<file path="src/rtl/pae_pkg.sv">
// Shared types, constants and codes of the kernel page table engine.
package pae_pkg;

	localparam int ENTRIES_PER_TABLE = 512;
	localparam int DIRECT_TABLES     = 128;
	localparam int DYNAMIC_TABLES    = 126;
	localparam int TOTAL_ENTRIES     = (DIRECT_TABLES + DYNAMIC_TABLES) * ENTRIES_PER_TABLE;
	localparam int DIRECT_ENTRIES    = DIRECT_TABLES * ENTRIES_PER_TABLE;

	localparam int POS_W = $clog2(TOTAL_ENTRIES);
	localparam int DYN_W = (DYNAMIC_TABLES > 1) ? $clog2(DYNAMIC_TABLES) : 1;
	localparam int CNT_W = 10;

	localparam logic [1:0]  KQUARTER  = 2'd3;
	localparam logic [31:0] KBASE     = 32'hC000_0000;
	localparam logic [31:0] DYN_BASE  = 32'hF000_0000;
	localparam int DYN_FIRST_DIR      = int'((DYN_BASE - KBASE) >> 21);

	// Flag bit positions shared by directory and page entries
	localparam int FB_P = 0;
	localparam int FB_W = 1;
	localparam int FB_U = 2;

	localparam logic [2:0]  DIR_PW = 3'b011;
	localparam logic [2:0]  DIR_UW = 3'b110;
	localparam logic [31:0] PTE_P  = 32'h0000_0001;
	localparam logic [31:0] PTE_W  = 32'h0000_0002;

	localparam int QDEPTH = 2;
	localparam int QPTR_W = (QDEPTH > 1) ? $clog2(QDEPTH) : 1;

	typedef enum logic [1:0] {
		CMD_MAP       = 2'd0,
		CMD_UNMAP     = 2'd1,
		CMD_TRANSLATE = 2'd2,
		CMD_PROTECT   = 2'd3
	} pae_cmd_e;

	typedef enum logic [1:0] {
		ST_OK         = 2'd0,
		ST_MISALIGNED = 2'd1,
		ST_OUTSIDE    = 2'd2,
		ST_NOT_MAPPED = 2'd3
	} pae_status_e;

	typedef enum logic [1:0] {
		S_CLEAR,
		S_READ,
		S_EXEC
	} pae_state_e;

	typedef struct packed {
		logic [2:0]       flags;
		logic [CNT_W-1:0] count;
	} pae_dir_t;

	typedef struct packed {
		pae_cmd_e         cmd;
		logic             done;
		pae_status_e      early_status;
		logic             is_dyn;
		logic [DYN_W-1:0] dyn_idx;
		logic [POS_W-1:0] pos;
		logic [11:0]      low;
		logic [19:0]      frame;
		logic [11:0]      flags;
	} pae_item_t;

	typedef struct packed {
		logic pop;
		logic clearing;
	} pae_ctl_t;

endpackage

</file>
<file path="src/rtl/pae_front.sv">
// Front end: accept commands, classify them and hold them in a short queue.
module pae_front import pae_pkg::*; (
	input  logic        clk,
	input  logic        arst_n,
	input  logic        in_valid,
	output logic        in_stall,
	input  logic [1:0]  cmd,
	input  logic [31:0] virt_addr,
	input  logic [31:0] phys_addr,
	input  logic [11:0] map_flags,
	input  pae_ctl_t    ctl,
	output logic        q_valid,
	output pae_item_t   q_item
);

	pae_item_t         item;
	pae_item_t         entries_q [QDEPTH];
	logic [QPTR_W-1:0] wr_ptr_q;
	logic [QPTR_W-1:0] rd_ptr_q;
	logic [QPTR_W:0]   cnt_q;
	logic              push;

	logic [1:0] q;
	logic [8:0] d;
	logic [8:0] t;
	logic [8:0] d_off;
	logic [8:0] slot;
	logic       is_direct;
	logic       in_dyn_dir;
	logic       backed;
	logic       window;
	logic       misaligned;

	assign q          = virt_addr[31:30];
	assign d          = virt_addr[29:21];
	assign t          = virt_addr[20:12];
	assign d_off      = d - 9'(DYN_FIRST_DIR);
	assign is_direct  = {1'b0, d} < 10'(DIRECT_TABLES);
	assign in_dyn_dir = (d >= 9'(DYN_FIRST_DIR)) && ({1'b0, d_off} < 10'(DYNAMIC_TABLES));
	assign backed     = is_direct || in_dyn_dir;
	assign window     = (virt_addr >= DYN_BASE) && in_dyn_dir;
	assign misaligned = (virt_addr[11:0] != 12'd0) || (phys_addr[11:0] != 12'd0);
	assign slot       = is_direct ? d : (9'(DIRECT_TABLES) + d_off);

	always_comb begin
		item              = '0;
		item.cmd          = pae_cmd_e'(cmd);
		item.is_dyn       = !is_direct && in_dyn_dir;
		item.dyn_idx      = d_off[DYN_W-1:0];
		item.pos          = POS_W'({slot, t});
		item.low          = virt_addr[11:0];
		item.frame        = phys_addr[31:12];
		item.flags        = map_flags;
		item.early_status = ST_NOT_MAPPED;
		unique case (pae_cmd_e'(cmd))
			CMD_MAP: begin
				if (misaligned) begin
					item.done         = 1'b1;
					item.early_status = ST_MISALIGNED;
				end else if (!window) begin
					item.done         = 1'b1;
					item.early_status = ST_OUTSIDE;
				end
			end
			CMD_UNMAP: begin
				if (!window) begin
					item.done         = 1'b1;
					item.early_status = ST_OUTSIDE;
				end
			end
			CMD_TRANSLATE, CMD_PROTECT: begin
				item.done = (q != KQUARTER) || !backed;
			end
			default: item.done = 1'b1;
		endcase
	end

	// Hold off new transfers while the tables are cleared or the queue is full
	assign in_stall = ctl.clearing || (cnt_q == (QPTR_W + 1)'(QDEPTH));
	assign push     = in_valid && !in_stall;
	assign q_valid  = cnt_q != '0;
	assign q_item   = entries_q[rd_ptr_q];

	always_ff @(posedge clk) begin
		if (push) begin
			entries_q[wr_ptr_q] <= item;
		end
	end

	always_ff @(posedge clk or negedge arst_n) begin
		if (!arst_n) begin
			wr_ptr_q <= '0;
			rd_ptr_q <= '0;
			cnt_q    <= '0;
		end else begin
			if (push) begin
				wr_ptr_q <= (wr_ptr_q == QPTR_W'(QDEPTH - 1)) ? '0 : wr_ptr_q + 1'b1;
			end
			if (ctl.pop) begin
				rd_ptr_q <= (rd_ptr_q == QPTR_W'(QDEPTH - 1)) ? '0 : rd_ptr_q + 1'b1;
			end
			cnt_q <= cnt_q + (QPTR_W + 1)'(push) - (QPTR_W + 1)'(ctl.pop);
		end
	end

endmodule

</file>
<file path="config.mk">
export PLATFORM = sky130hd
export DESIGN_NAME = pae_front
export DESIGN_NICKNAME = d
export VERILOG_FILES = /design/src/rtl/pae_pkg.sv /design/src/rtl/pae_front.sv
export SDC_FILE = /design/constraint.sdc
export NUM_CORES = 1
export LEC_CHECK = 0
export ABC_CLOCK_PERIOD_IN_PS = 12300
export BUFFER_PORTS_ARGS = -buffer_cell sky130_fd_sc_hd__buf_2
export CORE_UTILIZATION = 55
export CTS_BUF_LIST = sky130_fd_sc_hd__clkbuf_2 sky130_fd_sc_hd__clkbuf_4 sky130_fd_sc_hd__clkbuf_8
export DETAILED_ROUTE_END_ITERATION = 16
export PLACE_DENSITY = 0.84
export SLEW_MARGIN = 20
export SYNTH_ARGS = -nofsm -noshare
export SYNTH_HDL_FRONTEND = slang
export SYNTH_SLANG_ARGS = --single-unit
</file>
<file path="constraint.sdc">
create_clock -name clk -period 12.3 [get_ports clk]
set_input_delay 2.46 -clock clk [delete_from_list [all_inputs] [get_ports clk]]
set_output_delay 2.46 -clock clk [all_outputs]
set_load 0.02 [all_outputs]
</file>
==> results of run 1 <==
final timing paths:
check                              start          endpoint  slack [ns]  cells past startpoint
worst max-delay path              ctl[0]          in_stall        6.88                      4
worst min-delay path            cnt_q[1]          cnt_q[1]        0.51                      1
worst max register to register  cnt_q[0]  entries_q[0][62]        9.80                      5
worst min register to register  cnt_q[1]          cnt_q[1]        0.51                      1
max in group asynchronous         arst_n          rd_ptr_q       10.32                      1
min in group asynchronous         arst_n          wr_ptr_q        1.84                      1
area by class of cell:
| cell class | instances | share of cell area [%] |
|---|---|---|
| Clock buffer | 20 | 3.875 |
| Clock inverter | 12 | 2.514 |
| Inverter | 4 | 0.2268 |
| Multi-Input combinational cell | 99 | 16.41 |
| Sequential cell | 138 | 62.36 |
| Tap cell | 129 | 2.439 |
| Timing Repair Buffer | 160 | 12.17 |
per-layer routing:
metal	part of all wire [%]	global-route usage, %	vias up
li1	-	-	1330
met1	40	20.87	1387
met2	53	31.82	115
met3	5.6	5.479	10
met4	1.2	7.581	0
met5	0	0	-
worst max-delay path, stage by stage:
cell     delay (ns)
buf_2          0.09
a21oi_1        0.19
inv_1          0.06
buf_2          0.16
per-stage QoR:
| stage | std cells | hold WS, ns | util [%] |
|---|---|---|---|
| after floorplan | 256 | 0.4597 | - |
| after global placement | 530 | 0.4963 | 66.43 |
| after detailed placement | 530 | 0.5073 | 66.43 |
| after CTS | 562 | 0.5129 | 70.96 |
| after global routing | 562 | 0.5190 | 70.96 |
| final | 562 | 0.5094 | 70.96 |
report_power, final:
group	internal, mW	switching [mW]	total, mW
clock network	0.211	0.171	0.381
registers	0.586	0.0639	0.649
logic	0.188	0.216	0.404
registers in the layout, indices dropped and copies added, names as in the netlist:
register and cells:
entries_q 134, cnt_q 2, rd_ptr_q 1, wr_ptr_q 1
placed cells by master (no fill, tap or decap), types with 2 or more instances in the layout:
cell type,netlist,layout
nand4_1,2,2
bufinv_16,0,3
dfrtp_1,4,3
inv_1,4,4
clkinvlp_4,0,2
nand2_1,4,4
clkinv_4,0,4
xnor2_1,4,4
nor4_1,2,2
edfxtp_1,134,134
nor4_2,4,4
buf_2,4,158
mux2_4,20,20
clkbuf_4,0,3
buf_4,7,2
clkbuf_8,0,17
inv_6,0,3
ha_1,2,2
mux2_2,47,47
synthesized netlist by cell type, drive strengths merged:
| cell | n | area, um^2 |
|---|---|---|
| edfxtp | 134 | 4024 |
| mux2 | 67 | 829.6 |
| nor2b | 1 | 6.260 |
| inv | 4 | 15.01 |
| buf | 15 | 117.6 |
| nor2 | 1 | 3.750 |
| nand2 | 4 | 15.01 |
| xnor2 | 4 | 35.03 |
| o211ai | 2 | 20.02 |
| nor4 | 6 | 62.56 |
| nand4b | 1 | 8.760 |
| ha | 2 | 25.02 |
| xor2 | 1 | 8.760 |
| and3 | 1 | 6.260 |
| a31oi | 1 | 6.260 |
| o21ai | 1 | 5.000 |
| o211a | 1 | 10.01 |
| or2 | 2 | 12.52 |
| a21oi | 1 | 5.000 |
| dfrtp | 4 | 100.1 |
| nand4 | 2 | 12.51 |
| nand3 | 1 | 5.000 |
logic make-up after synthesis:
| family | after synthesis |
|---|---|
| mux | 67 |
| compound gates | 6 |
| buf+inv | 19 |
| xor+xnor | 5 |
| flops | 138 |
| fa+ha+maj | 2 |
| simple gates | 19 |
==> results.py, run 1 <==
metrics = {
    "run_status": {
        "status": "completed",
    },
    "cells_and_area": {
        "num-nets-final": 505,
        "multi_input_area_um2": 1086,
        "n_antenna_cell": 0,
        "fin_area_um2": 6619,
        "drive_gt1_share_pct": 61.89,
        "final-seq-area_um2": 4128,
        "area_growth_pct": 24.09,
        "n_fill_cell": 635,
    },
    "placement": {
        "portBuffers": 158,
        "dp_slack_ns": 6.886,
        "post_dp_cell_area_um2": 6196,
        "hpwl_mm": 5.998,
        "gp_congestion": 0.7414,
    },
    "power": {
        "p_leak_nw": 2.547,
        "power_mw": 1.435,
        "vdd_drop_max_mv": 0.1255,
        "power_density_nw_per_um2": 216.8,
    },
    "grt": {
        "grt_max_degree": 69,
        "grt-ovfl-total": 0,
        "antenna_found_initial": 0,
        "grt.total_usage_pct": 18.19,
        "grt_pass1_vias": 2856,
        "grt_first_pass_wirelength_mm": 13.54,
    },
    "synth": {
        "synthCells": 256,
        "synth_top_family_by_area": "multiplexers",
        "yosys_warnings": 0,
        "ys_ff_latch": 138,
        "muxShareOfSynthArea_pct": 15.55,
        "yosysUniqueCellTypes": 28,
        "synth_fa_ha_area_share_pct": 0.4692,
        "syn_avg_cell_area_um2": 20.84,
        "syn_nets": 341,
        "synthSimpleGateAreaFrac_pct": 2.487,
        "syn_area_um2": 5334,
        "ys_seq_area_share_pct": 77.32,
        "synthXorXnorAreaFrac_pct": 0.8210,
        "synth_compound_area_share_pct": 0.8679,
    },
    "floorplanning": {
        "dieArea_um2": 10100,
        "placeableCoreArea_um2": 9328,
        "rows": 35,
        "die_x_um": 100.5,
        "die_y_um": 100.5,
        "start_util_pct": 57.18,
        "io-pin-count": 159,
    },
    "clock_tree": {
        "cts_tree": "yes",
        "cts_resized": 0,
        "clkSlewWorstSetupHoldPaths_ns": 0.07,
        "cts-root-buf": "clkbuf_8",
        "htreeDepth": 4,
        "clockBufferDepth": 2,
        "cts_setup_buffers": 0,
        "clkSinkCount": 138,
        "worstSkewPairLatency_ns": 0.42,
        "ctsHoldBuffers": 0,
        "cts_buffers": 17,
    },
    "setup_path": {
        "cp-end-kind": "primary output",
        "worstPathMaxFanout": 3,
        "cp.required_ns": 9.84,
        "critical_path_class": "primary input to primary output",
        "crit_arrival_ns": 2.96,
        "crit_path_start_kind": "primary input",
    },
    "route": {
        "drt-pass1-iter-count": 6,
        "via_per_inst": 5.057,
        "routedWlPerCell_um": 15.94,
        "first_iter_violations": 77,
        "drtAntennaViolNets": 0,
        "routed_wl_mm": 8.959,
        "drc": 0,
        "vias": 2842,
    },
    "timing": {
        "tns_ns": 0,
        "slew_viol_final": 0,
        "fmax_mhz": 184.5,
        "rsz0062_at_grt": "no",
        "period_share_pct": 44.08,
        "setup_ws_ns": 6.879,
        "finalHoldViolations": 0,
        "finalSetupViolations": 0,
        "worst_pin_slew_ns": 0.9971,
        "relSlewSlack_pct": 33.53,
        "layout_min_cycle_time_ns": 5.421,
        "skew_ns": 0.009375,
    },
    "hold_path": {
        "hp-class": "flip-flop to flip-flop",
    },
    "job": {
        "drv_cap": 0,
    },
}
(Power assumes the default switching activity.)
==> inputs of run 2 (changes only) <==
--- a/config.mk
+++ b/config.mk
@@ -5,12 +5,12 @@
 export SDC_FILE = /design/constraint.sdc
 export NUM_CORES = 1
 export LEC_CHECK = 0
-export ABC_CLOCK_PERIOD_IN_PS = 12300
+export ABC_CLOCK_PERIOD_IN_PS = 5600
 export BUFFER_PORTS_ARGS = -buffer_cell sky130_fd_sc_hd__buf_2
-export CORE_UTILIZATION = 55
+export CORE_UTILIZATION = 53
 export CTS_BUF_LIST = sky130_fd_sc_hd__clkbuf_2 sky130_fd_sc_hd__clkbuf_4 sky130_fd_sc_hd__clkbuf_8
 export DETAILED_ROUTE_END_ITERATION = 16
-export PLACE_DENSITY = 0.84
+export PLACE_DENSITY = 0.82
 export SLEW_MARGIN = 20
 export SYNTH_ARGS = -nofsm -noshare
 export SYNTH_HDL_FRONTEND = slang
==> constraint.sdc (replaced) <==
create_clock -name clk -period 5.6 [get_ports clk]
set_input_delay 1.12 -clock clk [delete_from_list [all_inputs] [get_ports clk]]
set_output_delay 1.12 -clock clk [all_outputs]
set_load 0.02 [all_outputs]
==> results.py, run 2 (synthesis gave the netlist of run 1 again) <==
metrics = {
    "job": {
        "drv_cap": 0,
    },
    "grt": {
        "grt_pass1_vias": 2845,
        "grt_first_pass_wirelength_mm": 13.32,
        "grt.total_usage_pct": 17.79,
        "antenna_found_initial": 0,
        "grt_max_degree": 69,
        "grt-ovfl-total": 0,
    },
    "route": {
        "routedWlPerCell_um": 15.83,
        "drc": 0,
        "vias": 2835,
        "via_per_inst": 5.018,
        "first_iter_violations": 77,
        "drtAntennaViolNets": 0,
        "drt-pass1-iter-count": 5,
        "routed_wl_mm": 8.944,
    },
    "cells_and_area": {
        "n_antenna_cell": 0,
        "final-seq-area_um2": 4128,
        "largest_register": "entries_q",
        "multi_input_area_um2": 1090,
        "num-nets-final": 504,
        "area_growth_pct": 24.37,
        "finish.utilization_pct": 67.87,
        "n_fill_cell": 692,
        "layout_commonest_cell": "buf_2",
        "final_cell_mix": "buf_2, edfxtp_1, mux2_2, mux2_4, clkbuf_8",
        "top_regs": "entries_q: 134 flops, cnt_q: 2 flops",
        "drive_gt1_share_pct": 61.57,
        "largest_reg_flops": 134,
    },
    "clock_tree": {
        "clkSinkCount": 138,
        "cts-root-buf": "clkbuf_8",
        "clockBufferDepth": 2,
        "clkSlewWorstSetupHoldPaths_ns": 0.07,
        "htreeDepth": 4,
        "cts_resized": 0,
        "worstSkewPairLatency_ns": 0.42,
        "ctsHoldBuffers": 0,
        "cts_tree": "yes",
        "cts_setup_buffers": 0,
        "cts_buffers": 17,
    },
    "floorplanning": {
        "die_x_um": 102.3,
        "placeableCoreArea_um2": 9774,
        "start_util_pct": 54.57,
        "rows": 36,
        "io-pin-count": 159,
        "die_y_um": 102.3,
        "dieArea_um2": 10470,
    },
    "timing": {
        "rsz0062_at_grt": "no",
        "layout_min_cycle_time_ns": 3.270,
        "finalSetupViolations": 0,
        "tns_ns": 0,
        "slew_viol_final": 0,
        "period_share_pct": 58.38,
        "skew_ns": 0.009032,
        "worst_pin_slew_ns": 1.006,
        "fmax_mhz": 305.9,
        "finalHoldViolations": 0,
        "relSlewSlack_pct": 32.93,
    },
    "power": {
        "power_mw": 3.179,
        "vdd_drop_max_mv": 0.2474,
        "p_leak_nw": 2.543,
        "power_density_nw_per_um2": 479.2,
    },
    "setup_path": {
        "max_stage_delay_ns": 1.10,
        "reg2reg_from": "cnt_q[0]",
        "critical_path.startpoint": "rd_ptr_q",
        "cp_cell_sequence": "mux2_2 -> buf_2",
        "crit_path_start_kind": "flip-flop",
        "cp.required_ns": 4.48,
        "critPathBufInv": 1,
        "crit_slowest_cell": "dfrtp_4",
        "critical_path_class": "flip-flop to primary output",
        "worstPathMaxFanout": 68,
        "cp-end-kind": "primary output",
        "crit_arrival_ns": 2.15,
        "ff2ff_setup_slack_ns": 3.14,
        "critPathTopFamily": "flip-flops",
    },
    "placement": {
        "hpwl_mm": 5.880,
        "gp_congestion": 0.7880,
        "portBuffers": 158,
    },
    "hold_path": {
        "hp-class": "primary input to asynchronous set/reset pin",
    },
    "run_status": {
        "status": "completed",
    },
}
==> run 2: cell types whose count changed in the layout (fill, tap and decap cells not counted), sizes merged <==
| cell | delta |
|---|---|
| bufinv | +1 |
| buf | -1 |
| clkinvlp | +1 |
| clkbuf | -2 |
==> run 2: final cells by class <==
| type | count | share of cell area (%) |
|---|---|---|
| clock buffers | 18 | 3.640 |
| well taps | 133 | 2.508 |
| repair buffers | 159 | 12.03 |
| clock inverters | 14 | 2.942 |
| flip-flops and latches | 138 | 62.22 |
| inverters | 4 | 0.2263 |
| multi-input cells | 99 | 16.43 |
==> run 2: path summary, 6_finish.rpt <==
path / endpoint / depth (start not counted)
min reg2reg: cnt_q[1] / 1
min: rd_ptr_q / 1
max reg2reg: entries_q[0][9] / 5
max: q_item[63] / 2
max in group asynchronous: rd_ptr_q / 1
min in group clk: cnt_q[1] / 1
==> run 2: worst reg2reg max path: cells and delay by family, from the launching register on <==
family / cells / cell delay (ns)
simple gates: 2 / 0.84
buf+inv: 2 / 0.64
flops: 1 / 0.38
compound gates: 1 / 0.22
==> run 2: layer usage <==
layer	routed length [um]	vias to the layer above	GRT usage, %
li1	-	1329	-
met5	0	-	0
met1	3487	1379	19.45
met4	87	0	7.582
met2	4782	119	31.18
met3	587	8	6.498
==> run 2: power breakdown <==
group	switching (mW)	total [mW]	internal [mW]
registers	0.142	1.43	1.29
logic	0.473	0.885	0.412
clock network	0.371	0.864	0.493
==> run 2: per-stage QoR <==
step	cells	worst slack (ns)	cell area, um^2	hold WS [ns]
floorplan	256	0.8853	5334	0.4597
global placement	533	2.383	6197	0.4749
global route	565	2.195	6634	0.4540
CTS	565	2.286	6634	0.4613
finish	565	2.331	6634	0.4880
detailed placement	533	2.335	6197	0.5027
